**src/lgs_pkg.sv**
```systemverilog
package lgs_pkg;

  // configuration port
  localparam int unsigned CFG_DATA_W = 8;
  localparam int unsigned CFG_IDX_W  = 2;

  // register indexes
  localparam logic [CFG_IDX_W-1:0] CFG_GRID_WIDTH  = CFG_IDX_W'(0);
  localparam logic [CFG_IDX_W-1:0] CFG_GRID_HEIGHT = CFG_IDX_W'(1);

  // grid size defaults and limits
  localparam int unsigned GRID_RESET     = 100;
  localparam int unsigned MIN_SIZE       = 3;
  localparam int unsigned MAX_WIDTH_DEF  = 128;
  localparam int unsigned MAX_HEIGHT_DEF = 128;

  // result position fields
  localparam int unsigned POS_W = 7;

  // 3x3 window, columns oldest to newest from the lsb, center at bit 4
  localparam int unsigned WIN_W      = 9;
  localparam int unsigned WIN_CENTER = 4;

  // rule B3/S23
  localparam int unsigned BIRTH_COUNT   = 3;
  localparam int unsigned SURVIVE_COUNT = 2;

  typedef struct packed {
    logic             next_alive;
    logic [POS_W-1:0] out_row;
    logic [POS_W-1:0] out_col;
    logic             frame_last;
  } result_t;

  // clamp a programmed size into [MIN_SIZE, hi]
  function automatic int unsigned clamp_size(int unsigned v, int unsigned hi);
    int unsigned r;
    r = v;
    if (v < MIN_SIZE) begin
      r = MIN_SIZE;
    end else if (v > hi) begin
      r = hi;
    end
    return r;
  endfunction

  // next state of the center cell from its 3x3 neighborhood
  function automatic logic life_rule(logic [WIN_W-1:0] win);
    logic [3:0] n;
    n = '0;
    for (int i = 0; i < WIN_W; i++) begin
      if (i != WIN_CENTER) begin
        n = n + {3'b000, win[i]};
      end
    end
    return (n == 4'(BIRTH_COUNT)) || (win[WIN_CENTER] && (n == 4'(SURVIVE_COUNT)));
  endfunction

endpackage

```
**src/lgs_in_if.sv**
```systemverilog
interface lgs_in_if;
  logic valid;
  logic ready;
  logic action;
  logic alive;

  modport source (output valid, output action, output alive, input ready);
  modport sink   (input valid, input action, input alive, output ready);
endinterface

```
**src/lgs_out_if.sv**
```systemverilog
interface lgs_out_if;
  logic                     valid;
  logic                     ready;
  logic                     next_alive;
  logic [lgs_pkg::POS_W-1:0] out_row;
  logic [lgs_pkg::POS_W-1:0] out_col;
  logic                     frame_last;

  modport source (output valid, output next_alive, output out_row, output out_col,
                  output frame_last, input ready);
  modport sink   (input valid, input next_alive, input out_row, input out_col,
                  input frame_last, output ready);
endinterface

```
**src/life_generation_stencil_unit.sv**
```systemverilog
// Conway Life generation unit, rule B3/S23.
// cell_i takes one beat per cell of the current generation in raster order
// (row 0 first, columns upward); action=1 marks a dead padding beat. After the
// last cell, grid_width+1 padding beats drain the remaining results.
// result_o gives zero or one beat per input beat: the next state of a cell, its
// row and column, and frame_last on the final cell of the grid.
// A cell's result is produced on the input beat one row below and one column to
// its right; it is valid on the cycle after that beat unless result_o stalls.
// Throughput is one cell per cycle: the two line buffers share one memory that
// is written and read ahead once per cycle, and the window is a 9-bit register.
// A two-entry output buffer lets input beats continue while result_o stalls;
// cell_i.ready falls only when both entries hold a beat.
// Configuration: cfg_we_i writes grid_width (index 0) or grid_height (index 1)
// and restarts the raster position at row 0, column 0; sizes clamp to the
// range 3 to the maximum. Write only while idle.
// Reset (rst_ni, asynchronous) returns the sizes to 100 and the position to
// the origin; no memory clearing pass is needed.
module life_generation_stencil_unit #(
  parameter int unsigned MAX_WIDTH  = lgs_pkg::MAX_WIDTH_DEF,
  parameter int unsigned MAX_HEIGHT = lgs_pkg::MAX_HEIGHT_DEF
) (
  input  logic                           clk_i,
  input  logic                           rst_ni,
  input  logic                           cfg_we_i,
  input  logic [lgs_pkg::CFG_IDX_W-1:0]  cfg_idx_i,
  input  logic [lgs_pkg::CFG_DATA_W-1:0] cfg_wdata_i,
  lgs_in_if.sink                         cell_i,
  lgs_out_if.source                      result_o
);

  localparam int unsigned WW = $clog2(MAX_WIDTH + 1);
  localparam int unsigned HW = $clog2(MAX_HEIGHT + 1);

  logic [WW-1:0]    width;
  logic [HW-1:0]    height;
  logic             restart, accept, res_valid, buf_ready;
  lgs_pkg::result_t res;

  assign cell_i.ready = buf_ready;
  assign accept       = cell_i.valid && buf_ready;

  // size registers
  lgs_cfg #(
    .MAX_WIDTH  (MAX_WIDTH),
    .MAX_HEIGHT (MAX_HEIGHT)
  ) u_cfg (
    .clk_i       (clk_i),
    .rst_ni      (rst_ni),
    .cfg_we_i    (cfg_we_i),
    .cfg_idx_i   (cfg_idx_i),
    .cfg_wdata_i (cfg_wdata_i),
    .width_o     (width),
    .height_o    (height),
    .restart_o   (restart)
  );

  // line buffers, window and rule
  lgs_stencil #(
    .MAX_WIDTH  (MAX_WIDTH),
    .MAX_HEIGHT (MAX_HEIGHT)
  ) u_stencil (
    .clk_i       (clk_i),
    .rst_ni      (rst_ni),
    .restart_i   (restart),
    .width_i     (width),
    .height_i    (height),
    .accept_i    (accept),
    .action_i    (cell_i.action),
    .alive_i     (cell_i.alive),
    .res_valid_o (res_valid),
    .res_o       (res)
  );

  // result buffering
  lgs_out_skid u_out_skid (
    .clk_i   (clk_i),
    .rst_ni  (rst_ni),
    .push_i  (res_valid),
    .data_i  (res),
    .ready_o (buf_ready),
    .out_o   (result_o)
  );

endmodule

```
**src/lgs_cfg.sv**
```systemverilog
module lgs_cfg #(
  parameter int unsigned MAX_WIDTH  = lgs_pkg::MAX_WIDTH_DEF,
  parameter int unsigned MAX_HEIGHT = lgs_pkg::MAX_HEIGHT_DEF
) (
  input  logic                                  clk_i,
  input  logic                                  rst_ni,
  input  logic                                  cfg_we_i,
  input  logic [lgs_pkg::CFG_IDX_W-1:0]         cfg_idx_i,
  input  logic [lgs_pkg::CFG_DATA_W-1:0]        cfg_wdata_i,
  output logic [$clog2(MAX_WIDTH+1)-1:0]        width_o,
  output logic [$clog2(MAX_HEIGHT+1)-1:0]       height_o,
  output logic                                  restart_o
);

  localparam int unsigned WW = $clog2(MAX_WIDTH + 1);
  localparam int unsigned HW = $clog2(MAX_HEIGHT + 1);

  logic [WW-1:0] width_q;
  logic [HW-1:0] height_q;

  // sizes are stored already clamped
  always_ff @(posedge clk_i or negedge rst_ni) begin
    if (!rst_ni) begin
      width_q  <= WW'(lgs_pkg::clamp_size(lgs_pkg::GRID_RESET, MAX_WIDTH));
      height_q <= HW'(lgs_pkg::clamp_size(lgs_pkg::GRID_RESET, MAX_HEIGHT));
    end else if (cfg_we_i) begin
      case (cfg_idx_i)
        lgs_pkg::CFG_GRID_WIDTH: begin
          width_q <= WW'(lgs_pkg::clamp_size(32'(cfg_wdata_i), MAX_WIDTH));
        end
        lgs_pkg::CFG_GRID_HEIGHT: begin
          height_q <= HW'(lgs_pkg::clamp_size(32'(cfg_wdata_i), MAX_HEIGHT));
        end
        default: begin
        end
      endcase
    end
  end

  // a grid_width or grid_height write restarts the raster position
  assign restart_o = cfg_we_i && ((cfg_idx_i == lgs_pkg::CFG_GRID_WIDTH) ||
                                  (cfg_idx_i == lgs_pkg::CFG_GRID_HEIGHT));
  assign width_o   = width_q;
  assign height_o  = height_q;

endmodule

```
**src/lgs_stencil.sv**
```systemverilog
module lgs_stencil #(
  parameter int unsigned MAX_WIDTH  = lgs_pkg::MAX_WIDTH_DEF,
  parameter int unsigned MAX_HEIGHT = lgs_pkg::MAX_HEIGHT_DEF
) (
  input  logic                            clk_i,
  input  logic                            rst_ni,
  input  logic                            restart_i,
  input  logic [$clog2(MAX_WIDTH+1)-1:0]  width_i,
  input  logic [$clog2(MAX_HEIGHT+1)-1:0] height_i,
  input  logic                            accept_i,
  input  logic                            action_i,
  input  logic                            alive_i,
  output logic                            res_valid_o,
  output lgs_pkg::result_t                res_o
);

  localparam int unsigned WW    = $clog2(MAX_WIDTH + 1);
  localparam int unsigned COL_W = $clog2(MAX_WIDTH);
  localparam int unsigned ROW_W = $clog2(MAX_HEIGHT + 2);
  localparam int unsigned WIN_W = lgs_pkg::WIN_W;

  logic [COL_W-1:0] col_q, col_d, col_nx, ec;
  logic [ROW_W-1:0] row_q, row_d, row_nx, er, h_ext;
  logic [WIN_W-1:0] win_q, win_d, win_shift, win;
  logic [1:0]       line_mem [MAX_WIDTH];
  logic [1:0]       rd_q;
  logic [1:0]       wr_data;
  logic             cur_cell, top, mid, valid, last;
  logic [2:0]       col_bits;

  assign h_ext = ROW_W'(height_i);

  // new column of the window: two rows from the line buffers, one from the input
  always_comb begin
    cur_cell = (!action_i && (row_q < h_ext)) ? alive_i : 1'b0;
    top      = (row_q >= ROW_W'(2)) ? rd_q[1] : 1'b0;
    mid      = (row_q >= ROW_W'(1)) ? rd_q[0] : 1'b0;
    col_bits = {cur_cell, mid, top};
    wr_data  = {rd_q[0], cur_cell};
  end

  // window shift and position of the cell that is complete now
  always_comb begin
    if (col_q == '0) begin
      // row start: the last cell of the row before gets a dead right column
      win       = {3'b000, win_q[WIN_W-1:3]};
      win_shift = {col_bits, 6'b000000};
      valid     = row_q >= ROW_W'(2);
      er        = row_q - ROW_W'(2);
      ec        = COL_W'(width_i - WW'(1));
    end else begin
      win_shift = {col_bits, win_q[WIN_W-1:3]};
      win       = win_shift;
      valid     = row_q >= ROW_W'(1);
      er        = row_q - ROW_W'(1);
      ec        = col_q - COL_W'(1);
    end
    if (er >= h_ext) begin
      valid = 1'b0;
    end
    last = (er == h_ext - ROW_W'(1)) && (ec == COL_W'(width_i - WW'(1)));
  end

  // raster position advance
  always_comb begin
    if (WW'(col_q) + WW'(1) == width_i) begin
      col_nx = '0;
      row_nx = row_q + ROW_W'(1);
    end else begin
      col_nx = col_q + COL_W'(1);
      row_nx = row_q;
    end
    col_d = col_q;
    row_d = row_q;
    win_d = win_q;
    if (restart_i) begin
      col_d = '0;
      row_d = '0;
    end else if (accept_i) begin
      win_d = win_shift;
      if (valid && last) begin
        col_d = '0;
        row_d = '0;
      end else begin
        col_d = col_nx;
        row_d = row_nx;
      end
    end
  end

  always_ff @(posedge clk_i or negedge rst_ni) begin
    if (!rst_ni) begin
      col_q <= '0;
      row_q <= '0;
      win_q <= '0;
    end else begin
      col_q <= col_d;
      row_q <= row_d;
      win_q <= win_d;
    end
  end

  // line buffers packed as {two above, above}; read ahead at the next column
  always_ff @(posedge clk_i) begin
    if (accept_i) begin
      line_mem[col_q] <= wr_data;
    end
    rd_q <= line_mem[col_d];
  end

  assign res_valid_o      = accept_i && valid;
  assign res_o.next_alive = lgs_pkg::life_rule(win);
  assign res_o.out_row    = lgs_pkg::POS_W'(er);
  assign res_o.out_col    = lgs_pkg::POS_W'(ec);
  assign res_o.frame_last = last;

`ifndef ASSERT_OFF
  a_col_in_grid: assert property (@(posedge clk_i) disable iff (!rst_ni)
    WW'(col_q) < width_i)
    else $error("column position beyond grid width");

  a_row_bound: assert property (@(posedge clk_i) disable iff (!rst_ni)
    row_q <= h_ext + ROW_W'(1))
    else $error("row position beyond flush rows");

  a_last_wraps: assert property (@(posedge clk_i) disable iff (!rst_ni)
    res_valid_o && res_o.frame_last |=> (col_q == '0) && (row_q == '0))
    else $error("position not back at origin after last cell");

  a_first_row_silent: assert property (@(posedge clk_i) disable iff (!rst_ni)
    accept_i && (row_q == '0) |-> !res_valid_o)
    else $error("result emitted while first row fills");
`endif

endmodule

```
**src/lgs_out_skid.sv**
```systemverilog
module lgs_out_skid (
  input  logic             clk_i,
  input  logic             rst_ni,
  input  logic             push_i,
  input  lgs_pkg::result_t data_i,
  output logic             ready_o,
  lgs_out_if.source        out_o
);

  lgs_pkg::result_t out_q, skid_q;
  logic             out_valid_q, out_valid_d;
  logic             skid_valid_q, skid_valid_d;
  logic             load_out, load_skid, out_from_skid, pop;

  assign pop = out_valid_q && out_o.ready;

  // two-entry output buffer: output register plus skid register
  always_comb begin
    out_valid_d   = out_valid_q;
    skid_valid_d  = skid_valid_q;
    load_out      = 1'b0;
    load_skid     = 1'b0;
    out_from_skid = 1'b0;
    if (skid_valid_q) begin
      if (pop) begin
        out_from_skid = 1'b1;
        skid_valid_d  = 1'b0;
      end
    end else if (push_i) begin
      if (!out_valid_q || pop) begin
        load_out    = 1'b1;
        out_valid_d = 1'b1;
      end else begin
        load_skid    = 1'b1;
        skid_valid_d = 1'b1;
      end
    end else if (pop) begin
      out_valid_d = 1'b0;
    end
  end

  always_ff @(posedge clk_i or negedge rst_ni) begin
    if (!rst_ni) begin
      out_valid_q  <= 1'b0;
      skid_valid_q <= 1'b0;
    end else begin
      out_valid_q  <= out_valid_d;
      skid_valid_q <= skid_valid_d;
    end
  end

  // payload registers
  always_ff @(posedge clk_i) begin
    if (out_from_skid) begin
      out_q <= skid_q;
    end else if (load_out) begin
      out_q <= data_i;
    end
    if (load_skid) begin
      skid_q <= data_i;
    end
  end

  assign ready_o          = !skid_valid_q;
  assign out_o.valid      = out_valid_q;
  assign out_o.next_alive = out_q.next_alive;
  assign out_o.out_row    = out_q.out_row;
  assign out_o.out_col    = out_q.out_col;
  assign out_o.frame_last = out_q.frame_last;

`ifndef ASSERT_OFF
  a_skid_behind_out: assert property (@(posedge clk_i) disable iff (!rst_ni)
    skid_valid_q |-> out_valid_q)
    else $error("skid entry held while output register empty");

  a_no_push_when_full: assert property (@(posedge clk_i) disable iff (!rst_ni)
    push_i |-> !skid_valid_q)
    else $error("beat pushed into full buffer");

  a_skid_fill_on_stall: assert property (@(posedge clk_i) disable iff (!rst_ni)
    $rose(skid_valid_q) |-> $past(out_valid_q && !out_o.ready))
    else $error("skid filled without output stall");
`endif

endmodule

```
**src/flat_wrapper.sv**
```systemverilog
// flat-port wrapper written by rule: the top's interface ports become plain ports
module life_generation_stencil_unit_flat 
#(
  parameter int unsigned MAX_WIDTH  = lgs_pkg::MAX_WIDTH_DEF,
  parameter int unsigned MAX_HEIGHT = lgs_pkg::MAX_HEIGHT_DEF
)
  (clk_i, rst_ni, cfg_we_i, cfg_idx_i, cfg_wdata_i, cell_i_valid, cell_i_action, cell_i_alive, cell_i_ready, result_o_valid, result_o_next_alive, result_o_out_row, result_o_out_col, result_o_frame_last, result_o_ready);
  lgs_in_if cell_i_i ();
  lgs_out_if result_o_i ();
  input  logic clk_i;
  input  logic rst_ni;
  input  logic cfg_we_i;
  input  logic [lgs_pkg::CFG_IDX_W-1:0] cfg_idx_i;
  input  logic [lgs_pkg::CFG_DATA_W-1:0] cfg_wdata_i;
  input wire logic [$bits(cell_i_i.valid)-1:0] cell_i_valid;
  input wire logic [$bits(cell_i_i.action)-1:0] cell_i_action;
  input wire logic [$bits(cell_i_i.alive)-1:0] cell_i_alive;
  output wire logic [$bits(cell_i_i.ready)-1:0] cell_i_ready;
  output wire logic [$bits(result_o_i.valid)-1:0] result_o_valid;
  output wire logic [$bits(result_o_i.next_alive)-1:0] result_o_next_alive;
  output wire logic [$bits(result_o_i.out_row)-1:0] result_o_out_row;
  output wire logic [$bits(result_o_i.out_col)-1:0] result_o_out_col;
  output wire logic [$bits(result_o_i.frame_last)-1:0] result_o_frame_last;
  input wire logic [$bits(result_o_i.ready)-1:0] result_o_ready;
  assign cell_i_i.valid = cell_i_valid;
  assign cell_i_i.action = cell_i_action;
  assign cell_i_i.alive = cell_i_alive;
  assign cell_i_ready = cell_i_i.ready;
  assign result_o_valid = result_o_i.valid;
  assign result_o_next_alive = result_o_i.next_alive;
  assign result_o_out_row = result_o_i.out_row;
  assign result_o_out_col = result_o_i.out_col;
  assign result_o_frame_last = result_o_i.frame_last;
  assign result_o_i.ready = result_o_ready;
  life_generation_stencil_unit #(.MAX_WIDTH(MAX_WIDTH), .MAX_HEIGHT(MAX_HEIGHT)) u_core (.clk_i(clk_i), .rst_ni(rst_ni), .cfg_we_i(cfg_we_i), .cfg_idx_i(cfg_idx_i), .cfg_wdata_i(cfg_wdata_i), .cell_i(cell_i_i), .result_o(result_o_i));
endmodule
```
**config.mk**
```make
export PLATFORM = sky130hd
export DESIGN_NAME = life_generation_stencil_unit_flat
export DESIGN_NICKNAME = d
export VERILOG_FILES = /design/src/lgs_pkg.sv /design/src/lgs_in_if.sv /design/src/lgs_out_if.sv /design/src/life_generation_stencil_unit.sv /design/src/lgs_cfg.sv /design/src/lgs_stencil.sv /design/src/lgs_out_skid.sv /design/src/flat_wrapper.sv
export SDC_FILE = /design/constraint.sdc
export NUM_CORES = 1
export LEC_CHECK = 0
export BUFFER_PORTS_ARGS = -buffer_cell sky130_fd_sc_hd__buf_2
export CAP_MARGIN = 25
export CORE_MARGIN = 5
export CORE_UTILIZATION = 57
export DETAILED_ROUTE_END_ITERATION = 7
export GPL_ROUTABILITY_DRIVEN = 0
export HOLD_SLACK_MARGIN = 0.12
export PLACE_DENSITY_LB_ADDON = 0.05
export SYNTH_ARGS = -nofsm -noshare
export SYNTH_HDL_FRONTEND = slang
export SYNTH_SLANG_ARGS = --single-unit
```
**constraint.sdc**
```tcl
create_clock -name clk_i -period 4.9 [get_ports clk_i]
set_input_delay 0.49 -clock clk_i [delete_from_list [all_inputs] [get_ports clk_i]]
set_output_delay 0.49 -clock clk_i [all_outputs]
set_load 0.05 [all_outputs]
```
# After elaboration in Yosys (flattened, before gate mapping)
# Memories as Yosys holds them, arrays and structs flattened. A register that Yosys moved wholly into a read port is not among the register bits.
# Index checks and enable logic that the tools add are counted.
[word_totals]
regBits = 74
mem_bits_rw = 256
memories = 1
[op_classes]
addsub = 15
n_lt_le_gt_ge = 6
eq_ne = 7
mux = 36
n_bitwise = 2
n_reduce_logical = 25
[memory_table]
columns = ["memory", "words", "word_bits", "read_ports", "rd_ports_with_merged_regs", "wr", "line_no", "source"]
rows = [
  ["u_core.u_stencil.line_mem", 128, 2, 1, 1, 1, "lgs_stencil.sv:25", "logic [1:0] line_mem [MAX_WIDTH];"],
]
[op_table]
columns = ["cell", "n"]
rows = [
  ["$mux 8", 7],
  ["$mux 7", 5],
  ["$mux 16", 2],
  ["$mux 1", 20],
  ["$add 4x1->4", 4],
  ["$eq 8x8->1", 2],
  ["$sub 8x1->8 const B", 2],
  ["$sub 7x1->7 const B", 2],
  ["$mux 9", 1],
  ["$add 7x1->8 const B", 1],
  ["$add 8x1->8 const B", 1],
  ["$eq 4x2->1 const B", 2],
  ["$ge 8x1->1 const B", 1],
  ["$ge 8x2->1 const B", 1],
  ["$ge 8x8->1", 1],
  ["$gt 8x8->1 const B", 1],
  ["$logic_and 1x1->1", 8],
  ["$lt 8x2->1 const B", 1],
  ["$lt 8x8->1", 1],
  ["$reduce_and 2->1", 4],
  ["$sub 8x2->8 const B", 1],
  ["$add 7x1->7 const B", 1],
  ["$eq 7x7->1", 1],
  ["$logic_not 7->1", 1],
  ["13 further kinds", 20],
]

# Depth between registers and ports, before layout
[logic_depth]
word_depth = 16
ltp_mapped = 24
mapped_depth_nobuf = 21

# Cells and area by module
# A second synthesis with hierarchy kept.
[unflattened]
hier_cells = 1388
area_unflattened_um2 = 15793.9
[modules_own_cells]
columns = ["module", "n_inst", "cells_each", "area_per_inst_um2"]
rows = [
  ["lgs_stencil", 1, 1257, 13778.2],
  ["lgs_out_skid", 1, 62, 1311.3],
  ["lgs_cfg", 1, 68, 698.2],
  ["life_generation_stencil_unit", 1, 1, 6.3],
]

# Least setup slack after synthesis
# Ideal clock, no wire load.
[synth_timing]
kind = "register -> register"
from = "reg u_core.u_cfg.height_q[2] (netlist: u_core.u_cfg.height_o[2])"
to = "reg u_core.u_out_skid.out_q, in the netlist u_core.u_out_skid.out_o.next_alive, data pin"
arrival_ps = 5037
required_ps = 4770
path_slack_ps = -266
stages_incl_launch_ff = 20
path_buffers = 0
synth_period_minus_slack_ps = 5166
cell_sequence = "dfstp_2 inv_1 ha_1 a21oi_1 nor2b_1 o21ai_0 nand2b_1 a21oi_1 nor2b_1 o21ai_0 and3_1 and2_1 fa_1 ha_1 inv_1 fa_1 a2111oi_0 a21oi_1 nor3_1 mux2_2"
[synth_rtl]
columns = ["element", "line_no", "source"]
rows = [
  ["start, declared", "lgs_cfg.sv:19", "logic [HW-1:0] height_q;"],
  ["start signal, assigned", "lgs_cfg.sv:25", "height_q <= HW'(lgs_pkg::clamp_size(lgs_pkg::GRID_RESET, MAX_HEIGHT));"],
  ["start signal, assigned", "lgs_cfg.sv:32", "height_q <= HW'(lgs_pkg::clamp_size(32'(cfg_wdata_i), MAX_HEIGHT));"],
  ["end signal, assigned", "lgs_out_skid.sv:55", "out_q <= skid_q;"],
  ["end signal, assigned", "lgs_out_skid.sv:57", "out_q <= data_i;"],
  ["end, declared", "lgs_out_skid.sv:10", "lgs_pkg::result_t out_q, skid_q;"],
]

==> results.cfg <==
[synthesis]
yosys.area_share.xor_xnor_pct = 2.19
yosys_warnings = 0
synthAdderAreaFrac_pct = 2.80
yosysSeqAreaShare_pct = 61.1
synth_simple_gate_area_share_pct = 11.7
synthesis.area_sq_um = 15800
postSynthRegisterBits = 329
most_area_hungry_cell_type_in_the_yosys_netlist = sky130_fd_sc_hd__edfxtp_1
portion_of_netlist_area_occupied_by_mux_cells_pct = 10.0
synth_enable_flop_cells = 288
netlist-cell-type-count = 76
synth_async_sr_flop_share_pct = 11.9
synthesis.nets = 1300
synth.area.top_cells = sky130_fd_sc_hd__edfxtp_1 55%, sky130_fd_sc_hd__mux2i_1 8.5%, sky130_fd_sc_hd__dfrtp_1 5.2%, sky130_fd_sc_hd__nor2_1 4.2%, sky130_fd_sc_hd__ha_1 2.3%
synthFlopType = sky130_fd_sc_hd__edfxtp_1
dominant_combinational_cell_family_by_area_after_synthesis = simple AND/OR/NAND/NOR gates
synth_top_area_share_pct = 54.7
synth_top_cells_by_count = 288 x sky130_fd_sc_hd__edfxtp_1, 177 x sky130_fd_sc_hd__nor2_1, 134 x sky130_fd_sc_hd__mux2i_1, 60 x sky130_fd_sc_hd__nand2_1, 52 x sky130_fd_sc_hd__nor3_1
syn_inst = 1250
synth-compound-area-share_pct = 8.88
syn_avg_cell_area_sq_um = 12.7
yosys.cell_count.top_type = sky130_fd_sc_hd__edfxtp_1

[cells_and_area]
fin_cells = 1818
areaGrowthSynthToFinish_pct = 21.3
final_nets = 1464
final.fill_count = 2082
drive_gt1_share_pct = 26.2
fin_area_sq_um = 19200
antenna_cells = 0

[global_routing]
grt_pass1_wl_mm = 59.7
grt_antenna_before_repair = 1
grt_overflow_total = 0
pin_count_of_the_biggest_net_entering_global_routing = 73
grt_use_total_pct = 24.7
first_global_vias = 10655

[floorplan]
number_of_placed_i_o_pins = 35
die_height_um = 177
design.die.area_sq_um = 31200
core_area_sq_um = 27600
die_width_um = 177
initial_utilization_pct = 57.3
rows = 61

[setup_path]
critical_path_arrival_ns = 5.66
critical_path.reg2reg.endpoint = u_core.u_stencil.rd_q[1]$_DFF_P_
worstSetupPathType = flop to flop
crit_path_start_kind = flop
endpoint_kind = flop
worst_r2r_path_depth = 23
critical_path.max_fanout = 13
crit_start = u_core.u_stencil.col_q[1]$_DFF_PN0_
timing.reg2reg.setup_slack_ns = -0.30
reg2reg_from = u_core.u_stencil.col_q[1]$_DFF_PN0_
setup.worst_path.end = u_core.u_stencil.rd_q[1]$_DFF_P_
critical_path_required_ns = 5.36

[routing]
drtPass1Iterations = 5
vias = 10725
totalWireLength_mm = 38.5
final_antenna_net_count = 0
detail_route.wl_per_cell_um = 21.2
drtIter0Drc = 876
drcViolationCount = 0
viasPerCell = 5.90

[place]
count_of_input_and_output_buffers = 34
place_area_sq_um = 17300
dp.final_hpwl_mm = 25.1
placed_cells_incl_taps = 1726

[outcome]
outcome = complete, but fails checks
violated_checks = setup timing

[pwr]
max-vdd-ir-drop_mv = 0.283
p_per_area_nw_per_um2 = 480
pleak_nw = 7.28

[clock_network]
cts_buffer_depth = 3
cts_made_buffers = 35
clock_latency_ns = 0.52
cts_max_level = 2
cts.reportedPaths.clkPinSlew_ns = 0.06
clock_tree.root_cell = sky130_fd_sc_hd__clkbuf_16
tritoncts_clock_tree = yes
cts.sink_count = 329

[sta]
tightest_slew_ns = 1.00
finalSetupViolations = 2
worst_slew_margin_pct = 33.2
hold_violations = 0
timing.final.ws_setup_ns = -0.299
rsz0062_at_grt = true
final.period_utilization_pct = 106
timing_max_transition_violations_final = 0
fin_worst_skew_ns = 0.0122
period_minus_slack_ns = 5.20
total_negative_slack_for_setup_checks_ns = -0.524
timing.fmax_mhz = 192

[min_path]
hold_class = input pin to flop

[flow_run]
drv.max_cap_violation_count = 0
## placed cells by master, fill, tap and decap left out, types with 21 or more instances in the layout
cell                        Yosys  routed
sky130_fd_sc_hd__inv_1         29      29
sky130_fd_sc_hd__nand2b_1      32      32
sky130_fd_sc_hd__nand2_1       60      60
sky130_fd_sc_hd__mux2_2        22      22
sky130_fd_sc_hd__buf_4          9     138
sky130_fd_sc_hd__o21ai_0       41      38
sky130_fd_sc_hd__mux2i_1      134     128
sky130_fd_sc_hd__a21oi_1       34      33
sky130_fd_sc_hd__buf_2          9      35
sky130_fd_sc_hd__edfxtp_1     288     288
sky130_fd_sc_hd__clkbuf_16      0      37
sky130_fd_sc_hd__nor3_1        52      38
sky130_fd_sc_hd__dfrtp_1       33      33
sky130_fd_sc_hd__nor2_1       177     174
sky130_fd_sc_hd__ha_1          29      28
sky130_fd_sc_hd__o31ai_2       11      21
sky130_fd_sc_hd__xnor2_1       24      21
## worst min-delay path by stage
stage / depth (start not counted) / to / start / slack (ns)
2_1_floorplan: 0 / u_core.u_cfg.height_o[0]$_DFFE_PN0P_ / rst_ni / 0.19
3_3_place_gp: 2 / u_core.u_stencil.win_q[5]$_DFFE_PN0P_ / u_core.u_stencil.win_q[5]$_DFFE_PN0P_ / 0.48
3_5_place_dp: 2 / u_core.u_stencil.win_q[5]$_DFFE_PN0P_ / u_core.u_stencil.win_q[5]$_DFFE_PN0P_ / 0.48
4_1_cts: 1 / u_core.u_cfg.height_o[7]$_DFFE_PN0P_ / rst_ni / 0.13
5_1_grt: 2 / u_core.u_out_skid.skid_valid_q$_DFF_PN0_ / result_o_ready / 0.21
6_report: 2 / u_core.u_out_skid.skid_valid_q$_DFF_PN0_ / result_o_ready / 0.21
## cell families (layout without fill, tap and decap cells)
group,count (synthesis),after routing
xor gates and xnor gates,38,38
DFF,329,329
adders and majority gates,33,33
AOI/OAI and AO/OA,196,196
and+or+nand+nor,397,397
buffers and inverters,101,291
muxes,156,156
## critical path, cell delays in order (launching register included)
cell and delay, ns:
sky130_fd_sc_hd__dfrtp_1 0.39, sky130_fd_sc_hd__inv_2 0.08, sky130_fd_sc_hd__ha_2 0.17, sky130_fd_sc_hd__or4b_4 0.49, sky130_fd_sc_hd__o21ai_4 0.19, sky130_fd_sc_hd__a211o_1 0.20
sky130_fd_sc_hd__xnor2_2 0.14, sky130_fd_sc_hd__ha_1 0.27, sky130_fd_sc_hd__a21oi_1 0.13, sky130_fd_sc_hd__o21ai_0 0.09, sky130_fd_sc_hd__o21bai_1 0.15, sky130_fd_sc_hd__a221o_1 0.35
sky130_fd_sc_hd__nor2_2 0.16, sky130_fd_sc_hd__nand4_4 0.17, sky130_fd_sc_hd__buf_4 0.18, sky130_fd_sc_hd__o2111a_2 0.14, sky130_fd_sc_hd__nand3b_1 0.22, sky130_fd_sc_hd__buf_12 0.20
sky130_fd_sc_hd__buf_12 0.13, sky130_fd_sc_hd__o21ai_0 0.28, sky130_fd_sc_hd__o22ai_1 0.12, sky130_fd_sc_hd__a2111oi_0 0.64, sky130_fd_sc_hd__nor4_2 0.12, sky130_fd_sc_hd__o21ai_1 0.13
## layout make-up
class                   count  area, sq um  area share [%]
clock buffers              41          920            4.79
clock inverters            22          233            1.21
inverters                  34          139           0.724
repair buffers            194         1620            8.47
flip-flops and latches    329         9680            50.4
multi-input cells         820         6120            31.9
well taps                 378          473            2.47
## flip-flops by register name, summed over array words and instances (netlist names)
register / cells
u_core.u_stencil.rd_q: 2
u_core.u_stencil.col_q: 7
u_core.u_cfg.width_o: 8
u_core.u_stencil.win_q: 6
u_core.u_stencil.line_mem: 256
u_core.u_out_skid.out_o.next_alive: 1
u_core.u_cfg.height_o: 8
u_core.u_out_skid.skid_valid_q: 1
u_core.u_out_skid.skid_q: 16
u_core.u_out_skid.out_o.valid: 1
u_core.u_stencil.row_q: 8
u_core.u_out_skid.out_o.out_row: 7
u_core.u_out_skid.out_o.frame_last: 1
u_core.u_out_skid.out_o.out_col: 7
## per-layer routing
layer | wire, um | track usage, % | vias to the layer above
li1 | - | - | 5019
met5 | 0 | 0 | -
met1 | 17200 | 37.0 | 5312
met3 | 2570 | 4.35 | 60
met2 | 17900 | 38.0 | 334
met4 | 850 | 6.35 | 0
## repair_timing
| item | 4_1_cts | 5_1_grt |
|---|---|---|
| pin swaps | 17 | 21 |
| setup endpoints to repair | 2 | 2 |
| endpoints found under the hold margin | 0 | 33 |
| hold buffers | 0 | 1 |
| resized for setup | 45 | 56 |
| buffers inserted | 10 | 17 |
| gates cloned | 1 | 1 |
## stage by stage
| step | hold WS (ns) | power, mW | utilization [%] | worst slack, ns |
|---|---|---|---|---|
| finish | 0.207 | 9.20 | 69.4 | -0.299 |
| global route | 0.209 | 9.60 | 69.4 | -0.659 |
| CTS | 0.126 | 8.97 | 67.7 | -0.114 |
| detailed placement | 0.478 | 6.17 | 62.5 | -0.752 |
| global placement | 0.476 | 6.13 | 62.5 | -0.774 |
| floorplan | 0.194 | 5.17 | - | 0.000409 |
## power breakdown
group	internal, mW	switching, mW
clock	1.57	1.07
sequential	3.33	0.0567
combinational	1.35	1.83
total	6.24	2.96
No activity file was read; power rests on OpenSTA's default activity.
